### config.mk
export PLATFORM = sky130hd
export DESIGN_NAME = attractor_force_accumulate_core
export DESIGN_NICKNAME = d
export VERILOG_FILES = /design/src/hw/rtl/afa_pkg.sv /design/src/hw/rtl/attractor_force_accumulate_core.sv
export SDC_FILE = /design/constraint.sdc
export NUM_CORES = 2
export LEC_CHECK = 0
export BUFFER_PORTS_ARGS = -buffer_cell sky130_fd_sc_hd__buf_4
export CAP_MARGIN = 20
export CORE_MARGIN = 1
export CORE_UTILIZATION = 55
export CTS_CLUSTER_SIZE = 16
export DETAILED_ROUTE_END_ITERATION = 16
export PLACE_DENSITY = 0.73
export SLEW_MARGIN = 20
export SYNTH_ARGS = -nofsm -noshare
export SYNTH_HDL_FRONTEND = slang
export SYNTH_SLANG_ARGS = --single-unit
### constraint.sdc
create_clock -name clk_i -period 20.8 [get_ports clk_i]
set_input_delay 4.16 -clock clk_i [delete_from_list [all_inputs] [get_ports clk_i]]
set_output_delay 4.16 -clock clk_i [all_outputs]
set_load 0.02 [all_outputs]
### src/hw/rtl/afa_pkg.sv
// afa_pkg: item types, register indexes and sequencer states for the
// attractor force accumulate core. No dependencies.
package afa_pkg;

  localparam int unsigned CFG_IDX_W = 3;
  localparam int unsigned CFG_DAT_W = 64;

  localparam logic [CFG_IDX_W-1:0] CFG_COUNT    = 3'd0;
  localparam logic [CFG_IDX_W-1:0] CFG_ATT_BASE = 3'd1;

  localparam int unsigned DIV_STEPS = 32;

  typedef struct packed {
    logic signed [15:0] pos_x;
    logic signed [15:0] pos_y;
    logic signed [15:0] pos_z;
    logic signed [31:0] acc_in_x;
    logic signed [31:0] acc_in_y;
    logic signed [31:0] acc_in_z;
    logic               last_particle;
  } in_item_t;

  typedef struct packed {
    logic signed [31:0] acc_out_x;
    logic signed [31:0] acc_out_y;
    logic signed [31:0] acc_out_z;
    logic               last_done;
  } out_item_t;

  typedef enum logic [3:0] {
    ST_IDLE,
    ST_LOAD,
    ST_SQ,
    ST_CHK,
    ST_MUL,
    ST_DIV,
    ST_ACC,
    ST_DONE
  } state_e;

endpackage

### src/hw/rtl/attractor_force_accumulate_core.sv
// attractor_force_accumulate_core: adds point attractor pulls to one particle.
// Uses afa_pkg for item types, register indexes and states.
// No attractors: IDLE goes to DONE. Else each attractor in use runs LOAD, SQ,
// CHK; then per axis MUL, DIV (32-step shared divider), ACC if d2 is nonzero.
// One item at a time: busy stays high from accept until the result strobe.
// The result is shown on result_o with done_o, high for one cycle; no stall.
// Reset (async, active low) clears count, attractors and sequencer.
module attractor_force_accumulate_core #(
  parameter int unsigned MAX_ATTRACTORS = 4
) (
  input  logic                                clk_i,
  input  logic                                rst_ni,
  input  logic                                start,
  output logic                                busy,
  input  afa_pkg::in_item_t                   item_i,
  output logic                                done_o,
  output afa_pkg::out_item_t                  result_o,
  input  logic                                cfg_valid_i,
  output logic                                cfg_ready_o,
  input  logic [afa_pkg::CFG_IDX_W-1:0]       cfg_index_i,
  input  logic [afa_pkg::CFG_DAT_W-1:0]       cfg_data_i
);

  localparam int unsigned AW = (MAX_ATTRACTORS > 1) ? $clog2(MAX_ATTRACTORS) : 1;
  localparam logic [2:0] MaxCnt = 3'(MAX_ATTRACTORS);

  afa_pkg::state_e state_q, state_d;

  logic [2:0]          count_q;
  logic [63:0]         att_q [MAX_ATTRACTORS];
  logic [2:0]          n_eff;
  logic [2:0]          wr_slot;

  logic signed [15:0]  pos_q [3];
  logic signed [31:0]  acc_q [3];
  logic                last_q;
  logic signed [16:0]  off_q [3];
  logic [15:0]         wm_q;
  logic                wneg_q;
  logic [AW-1:0]       att_idx_q;
  logic [1:0]          comp_q;
  logic [4:0]          step_q;
  logic [33:0]         d2_q;
  logic [33:0]         rem_q;
  logic [31:0]         quo_q;
  logic                done_q;
  afa_pkg::out_item_t  res_q;

  logic [63:0]         att_sel;
  logic [15:0]         off_mag;
  logic [15:0]         mul_b;
  logic [31:0]         prod;
  logic [34:0]         rem_sh;
  logic [35:0]         rem_diff;
  logic                q_bit;
  logic signed [32:0]  term;
  logic signed [33:0]  sum;
  logic signed [31:0]  sat;
  logic                last_att;
  logic                last_comp;
  logic                step_end;

  assign n_eff   = (count_q > MaxCnt) ? MaxCnt : count_q;
  assign wr_slot = cfg_index_i - afa_pkg::CFG_ATT_BASE;
  assign att_sel = att_q[att_idx_q];

  assign off_mag = off_q[comp_q][16] ? 16'(-off_q[comp_q]) : off_q[comp_q][15:0];
  assign mul_b   = (state_q == afa_pkg::ST_SQ) ? off_mag : wm_q;
  assign prod    = off_mag * mul_b;

  assign rem_sh   = {rem_q, quo_q[31]};
  assign rem_diff = {1'b0, rem_sh} - {2'b00, d2_q};
  assign q_bit    = ~rem_diff[35];

  assign term = (off_q[comp_q][16] ^ wneg_q) ? -$signed({1'b0, quo_q})
                                             : $signed({1'b0, quo_q});
  assign sum  = 34'(acc_q[comp_q]) + 34'(term);
  always_comb begin
    if (sum > 34'sd2147483647) begin
      sat = 32'sh7fffffff;
    end else if (sum < -34'sd2147483648) begin
      sat = 32'sh80000000;
    end else begin
      sat = sum[31:0];
    end
  end

  assign last_att  = ({{(3 - AW){1'b0}}, att_idx_q} == 3'(n_eff - 3'd1));
  assign last_comp = (comp_q == 2'd2);
  assign step_end  = (step_q == 5'(afa_pkg::DIV_STEPS - 1));

  // next state
  always_comb begin
    state_d = state_q;
    case (state_q)
      afa_pkg::ST_IDLE: begin
        if (start) begin
          state_d = (n_eff == 3'd0) ? afa_pkg::ST_DONE : afa_pkg::ST_LOAD;
        end
      end
      afa_pkg::ST_LOAD: state_d = afa_pkg::ST_SQ;
      afa_pkg::ST_SQ: begin
        if (last_comp) state_d = afa_pkg::ST_CHK;
      end
      afa_pkg::ST_CHK: begin
        if (d2_q != 34'd0) begin
          state_d = afa_pkg::ST_MUL;
        end else begin
          state_d = last_att ? afa_pkg::ST_DONE : afa_pkg::ST_LOAD;
        end
      end
      afa_pkg::ST_MUL: state_d = afa_pkg::ST_DIV;
      afa_pkg::ST_DIV: begin
        if (step_end) state_d = afa_pkg::ST_ACC;
      end
      afa_pkg::ST_ACC: begin
        if (!last_comp) begin
          state_d = afa_pkg::ST_MUL;
        end else begin
          state_d = last_att ? afa_pkg::ST_DONE : afa_pkg::ST_LOAD;
        end
      end
      afa_pkg::ST_DONE: state_d = afa_pkg::ST_IDLE;
      default: state_d = afa_pkg::ST_IDLE;
    endcase
  end

  // outputs
  always_comb begin
    busy        = (state_q != afa_pkg::ST_IDLE);
    cfg_ready_o = 1'b1;
    done_o      = done_q;
    result_o    = res_q;
  end

  always_ff @(posedge clk_i or negedge rst_ni) begin
    if (!rst_ni) begin
      state_q <= afa_pkg::ST_IDLE;
      done_q  <= 1'b0;
    end else begin
      state_q <= state_d;
      done_q  <= (state_q == afa_pkg::ST_DONE);
    end
  end

  always_ff @(posedge clk_i or negedge rst_ni) begin
    if (!rst_ni) begin
      count_q <= 3'd0;
      for (int i = 0; i < MAX_ATTRACTORS; i++) att_q[i] <= 64'd0;
    end else if (cfg_valid_i) begin
      if (cfg_index_i == afa_pkg::CFG_COUNT) begin
        count_q <= cfg_data_i[2:0];
      end else if (cfg_index_i <= 3'(MAX_ATTRACTORS)) begin
        att_q[wr_slot[AW-1:0]] <= cfg_data_i;
      end
    end
  end

  // datapath
  always_ff @(posedge clk_i) begin
    case (state_q)
      afa_pkg::ST_IDLE: begin
        pos_q[0]  <= item_i.pos_x;
        pos_q[1]  <= item_i.pos_y;
        pos_q[2]  <= item_i.pos_z;
        acc_q[0]  <= item_i.acc_in_x;
        acc_q[1]  <= item_i.acc_in_y;
        acc_q[2]  <= item_i.acc_in_z;
        last_q    <= item_i.last_particle;
        att_idx_q <= '0;
      end
      afa_pkg::ST_LOAD: begin
        for (int c = 0; c < 3; c++) begin
          off_q[c] <= 17'($signed(att_sel[16*c +: 16])) - 17'(pos_q[c]);
        end
        wneg_q <= att_sel[63];
        wm_q   <= att_sel[63] ? 16'(-att_sel[63:48]) : att_sel[63:48];
        comp_q <= 2'd0;
        d2_q   <= 34'd0;
      end
      afa_pkg::ST_SQ: begin
        d2_q   <= d2_q + 34'(prod);
        comp_q <= last_comp ? 2'd0 : comp_q + 2'd1;
      end
      afa_pkg::ST_CHK: begin
        if (d2_q == 34'd0) att_idx_q <= att_idx_q + AW'(1);
      end
      afa_pkg::ST_MUL: begin
        rem_q  <= {18'd0, prod[31:16]};
        quo_q  <= {prod[15:0], 16'd0};
        step_q <= 5'd0;
      end
      afa_pkg::ST_DIV: begin
        rem_q  <= q_bit ? rem_diff[33:0] : rem_sh[33:0];
        quo_q  <= {quo_q[30:0], q_bit};
        step_q <= step_q + 5'd1;
      end
      afa_pkg::ST_ACC: begin
        acc_q[comp_q] <= sat;
        if (last_comp) begin
          comp_q    <= 2'd0;
          att_idx_q <= att_idx_q + AW'(1);
        end else begin
          comp_q <= comp_q + 2'd1;
        end
      end
      afa_pkg::ST_DONE: begin
        res_q.acc_out_x <= acc_q[0];
        res_q.acc_out_y <= acc_q[1];
        res_q.acc_out_z <= acc_q[2];
        res_q.last_done <= last_q;
      end
      default: begin
      end
    endcase
  end

endmodule

==> impl_results.md <==
* Status: finished clean
* Cell mode on critical path: fa_1
* Core area at roughly 0.083 sq mm
* Final setup skew at a little under 0.05 ns
* FF+latch area at 0.02017 sq mm
* Number of global-route vias before repair at 32,390
* Most used flip-flop cell after synthesis: edfxtp_1
* Initial DRC Count at between 2,000 and 3,000
* Critical path type: reg2reg
* Cells after Synth at 4,044
* CTS tree: yes
* Yosys top cell area share at 29.37%
* Cell family with the largest share of critical-path delay: adder cells
* Yosys warnings at 0
* Post-route minimum period at 11.72 ns
* Number of vias in the routed layout at 31,940
* Via density at 5.830
* Initial antenna violation count at 3
* Die Wd at ~290 microns
* CP arrival at ~12 ns
* Tcrit/Tclk final at a little under three fifths
* Final WL at 114,700 microns
* Fin. Hold Viols at 0
* Placer Congestion at 0.9455
* Syn Area/Cell at about 11 sq um
* Total track usage at roughly 27%
* IO buf count at between 300 and 400
* Crit path buf inv count at 6
* RSZ-0062 raised after global routing: no
* EDFF count, synth at 451
* Largest net degree at the start of global routing at 169
* Area contributors post-synth: edfxtp_1, dfrtp_1, fa_1
* Filler Cells Inserted at 6,475
* Setup Buffers After CTS at 0
* Slew Limit Fails at 0
* Highest Clock Rate at 85.32 MHz
* CTS Buf Count at 79
* Seq/Total Area, Yosys at 43.73%
* Hold-fix buffers, CTS at 0
* Critical Path RT at between 20 and 25 ns
* Relative slew slack at 21.94%
* Worst Max-Slew Pin Slew at 1.167 ns
* Final nets at roughly 5,000
* CP peak stage delay at approximately 0.9 ns
* Post_cts resized at 0
* Die footprint at 0.08500 sq mm
* Ys async rst share at a little under two fifths
* Max Buffers Root-to-Sink at 3
* CTS Sinks at 716
* Critical Path Start Type: register
* Die height at between 200 and 300 microns
* Multi-input logic area at 0.02388 sq mm
* Final setup margin at 9.080 ns
* Antenna-violating nets left at 0
* FP Rows at around 110
* HPWL Detailed at ~84,000 microns
* GRT overflow at 0
* Wirelength per Cell at 20.94 microns
* Largest fanout on the critical path at 37
* Max-cap violation count at 0
* First-pass GRT wire length at 181,100 microns
* H-tree Lvls at 3
* Worst hold slack at 0.4457 ns
* Clock-pin slew on the worst setup and hold paths at 0.06 ns
* Distinct cells, synth at just over 80
* Post-synth top area cell: edfxtp_1
* Root buf cell: clkbuf_16
* Final TNS setup at 0 ns
* Nature of the critical path endpoint: register
* Share of layout cells above drive strength 1 at 21.26%
* Drt drc at 0
* I/O pin total at 316
* Clock latency at the later pin of the worst-skew pair at 0.65 ns
* Worst hold-check path type: reg2reg
* Area Overhead vs Synth at 13.61%
* Syn nets at 4,718
* Post-Place Setup Slack at 9.243 ns
* Synth Register Bits at around 700
* Initial Utilization at between 50% and 60%
* Netlist Area Pre-Place at 0.04611 sq mm
* Pre-Repair DR Iteration Count at 6
* Critical Path Slowest Stage Cell: xor2_1
* Final setup viols at 0
==> routing by layer <==
layer,vias to the layer above,GRT usage (%),share of wire (%),wire length [microns]
met3,190,4.194,6.5,7492
met4,4,7.073,2.5,2922
met2,1101,45.69,49,55820
li1,14800,-,-,-
met1,15850,36.73,42,48450
met5,-,0,0.017,20
==> worst reg2reg max path: cells and delay by family (launching register included) <==
family                   cells  cell delay (ns)
buffers and inverters        6             1.11
adder cells (fa/ha/maj)      9             4.06
AND/OR/NAND/NOR              4             0.57
multiplexers                 1             0.26
XOR/XNOR                     3             1.22
flip-flops                   1             0.51
AO/OA/AOI/OAI               15             3.71
==> cells in the final DEF, fill, tap and decap left out, types with 56 or more instances in the layout <==
cell,synthesis,final
edfxtp_1,451,451
dfrtp_1,263,263
mux4_2,96,96
clkbuf_16,0,81
inv_1,407,406
o21ai_0,137,137
buf_4,3,360
ha_1,258,258
fa_1,200,200
mux2_2,281,281
nor2_1,307,305
nand2_1,388,386
o21ai_1,56,56
a21oi_1,179,178
xor2_1,71,70
a21o_1,90,89
xnor2_1,140,139
==> layout make-up <==
class / instances / share of cell area, %
Timing Repair Buffer: 362 / 5.226
Antenna cell: 1 / 0.004777
Tap cell: 1070 / 2.555
Clock inverter: 47 / 1.082
Inverter: 408 / 2.923
Clock buffer: 101 / 4.127
Sequential cell: 716 / 38.50
Multi-Input combinational cell: 2773 / 45.58
==> stage by stage <==
stage | utilization (%) | instance area [sq um] | std cells
6_report | 63.50 | 52390 | 5478
3_3_place_gp | 60.17 | 49640 | 5329
3_5_place_dp | 60.17 | 49650 | 5329
4_1_cts | 63.48 | 52370 | 5477
2_1_floorplan | - | 46110 | 4044
5_1_grt | 63.50 | 52390 | 5478
==> registers in the layout, summed over array words and instances, names as in the netlist, named ones only <==
register and cells:
comp_q 2, d2_q 34, step_q 5, count_q 3, wneg_q 1, acc_q 128
off_q 51, wm_q 16, pos_q 48, result_o 97, att_q 256, state_q 3
rem_q 34, att_idx_q 2, done_o 1, last_q 1, quo_q 32
==> logic make-up after synthesis <==
| group | share of synthesized area [%] |
|---|---|
| and+or+nand+nor | 9.625 |
| adders and majority gates | 15.68 |
| buffers and inverters | 4.710 |
| muxes | 12.08 |
| AOI/OAI and AO/OA | 10.05 |
| xor gates and xnor gates | 4.114 |
| DFF | 43.73 |
| other | 0.008132 |
==> synth_stat cells, types with 31 or more instances <==
| cell type | number |
|---|---|
| a21o_1 | 90 |
| a21oi_1 | 179 |
| and2_1 | 38 |
| clkbuf_1 | 109 |
| dfrtp_1 | 263 |
| edfxtp_1 | 451 |
| fa_1 | 200 |
| ha_1 | 258 |
| inv_1 | 407 |
| mux2_2 | 281 |
| mux4_2 | 96 |
| nand2_1 | 388 |
| nand2b_1 | 46 |
| nand3_1 | 39 |
| nor2_1 | 307 |
| nor2b_1 | 38 |
| nor3_1 | 31 |
| o21ai_0 | 137 |
| o21ai_1 | 56 |
| xnor2_1 | 140 |
| xor2_1 | 71 |
==> path summary, 6_finish.rpt <==
path / from / end / slack [ns] / cells after the start
setup / recovery: register / d2_q[25] / 9.08 / 38
hold / removal: acc_q[1][24] / result_o[57] / 0.45 / 0
setup reg to reg: register / d2_q[25] / 9.08 / 38
hold reg to reg: acc_q[1][24] / result_o[57] / 0.45 / 0
max in group asynchronous: rst_ni / att_q[32] / 15.74 / 2
min in group asynchronous: rst_ni / att_q[187] / 3.56 / 1
Power is not shown: default switching activity piles up to over one toggle a cycle in this logic, so the estimate is an artifact.
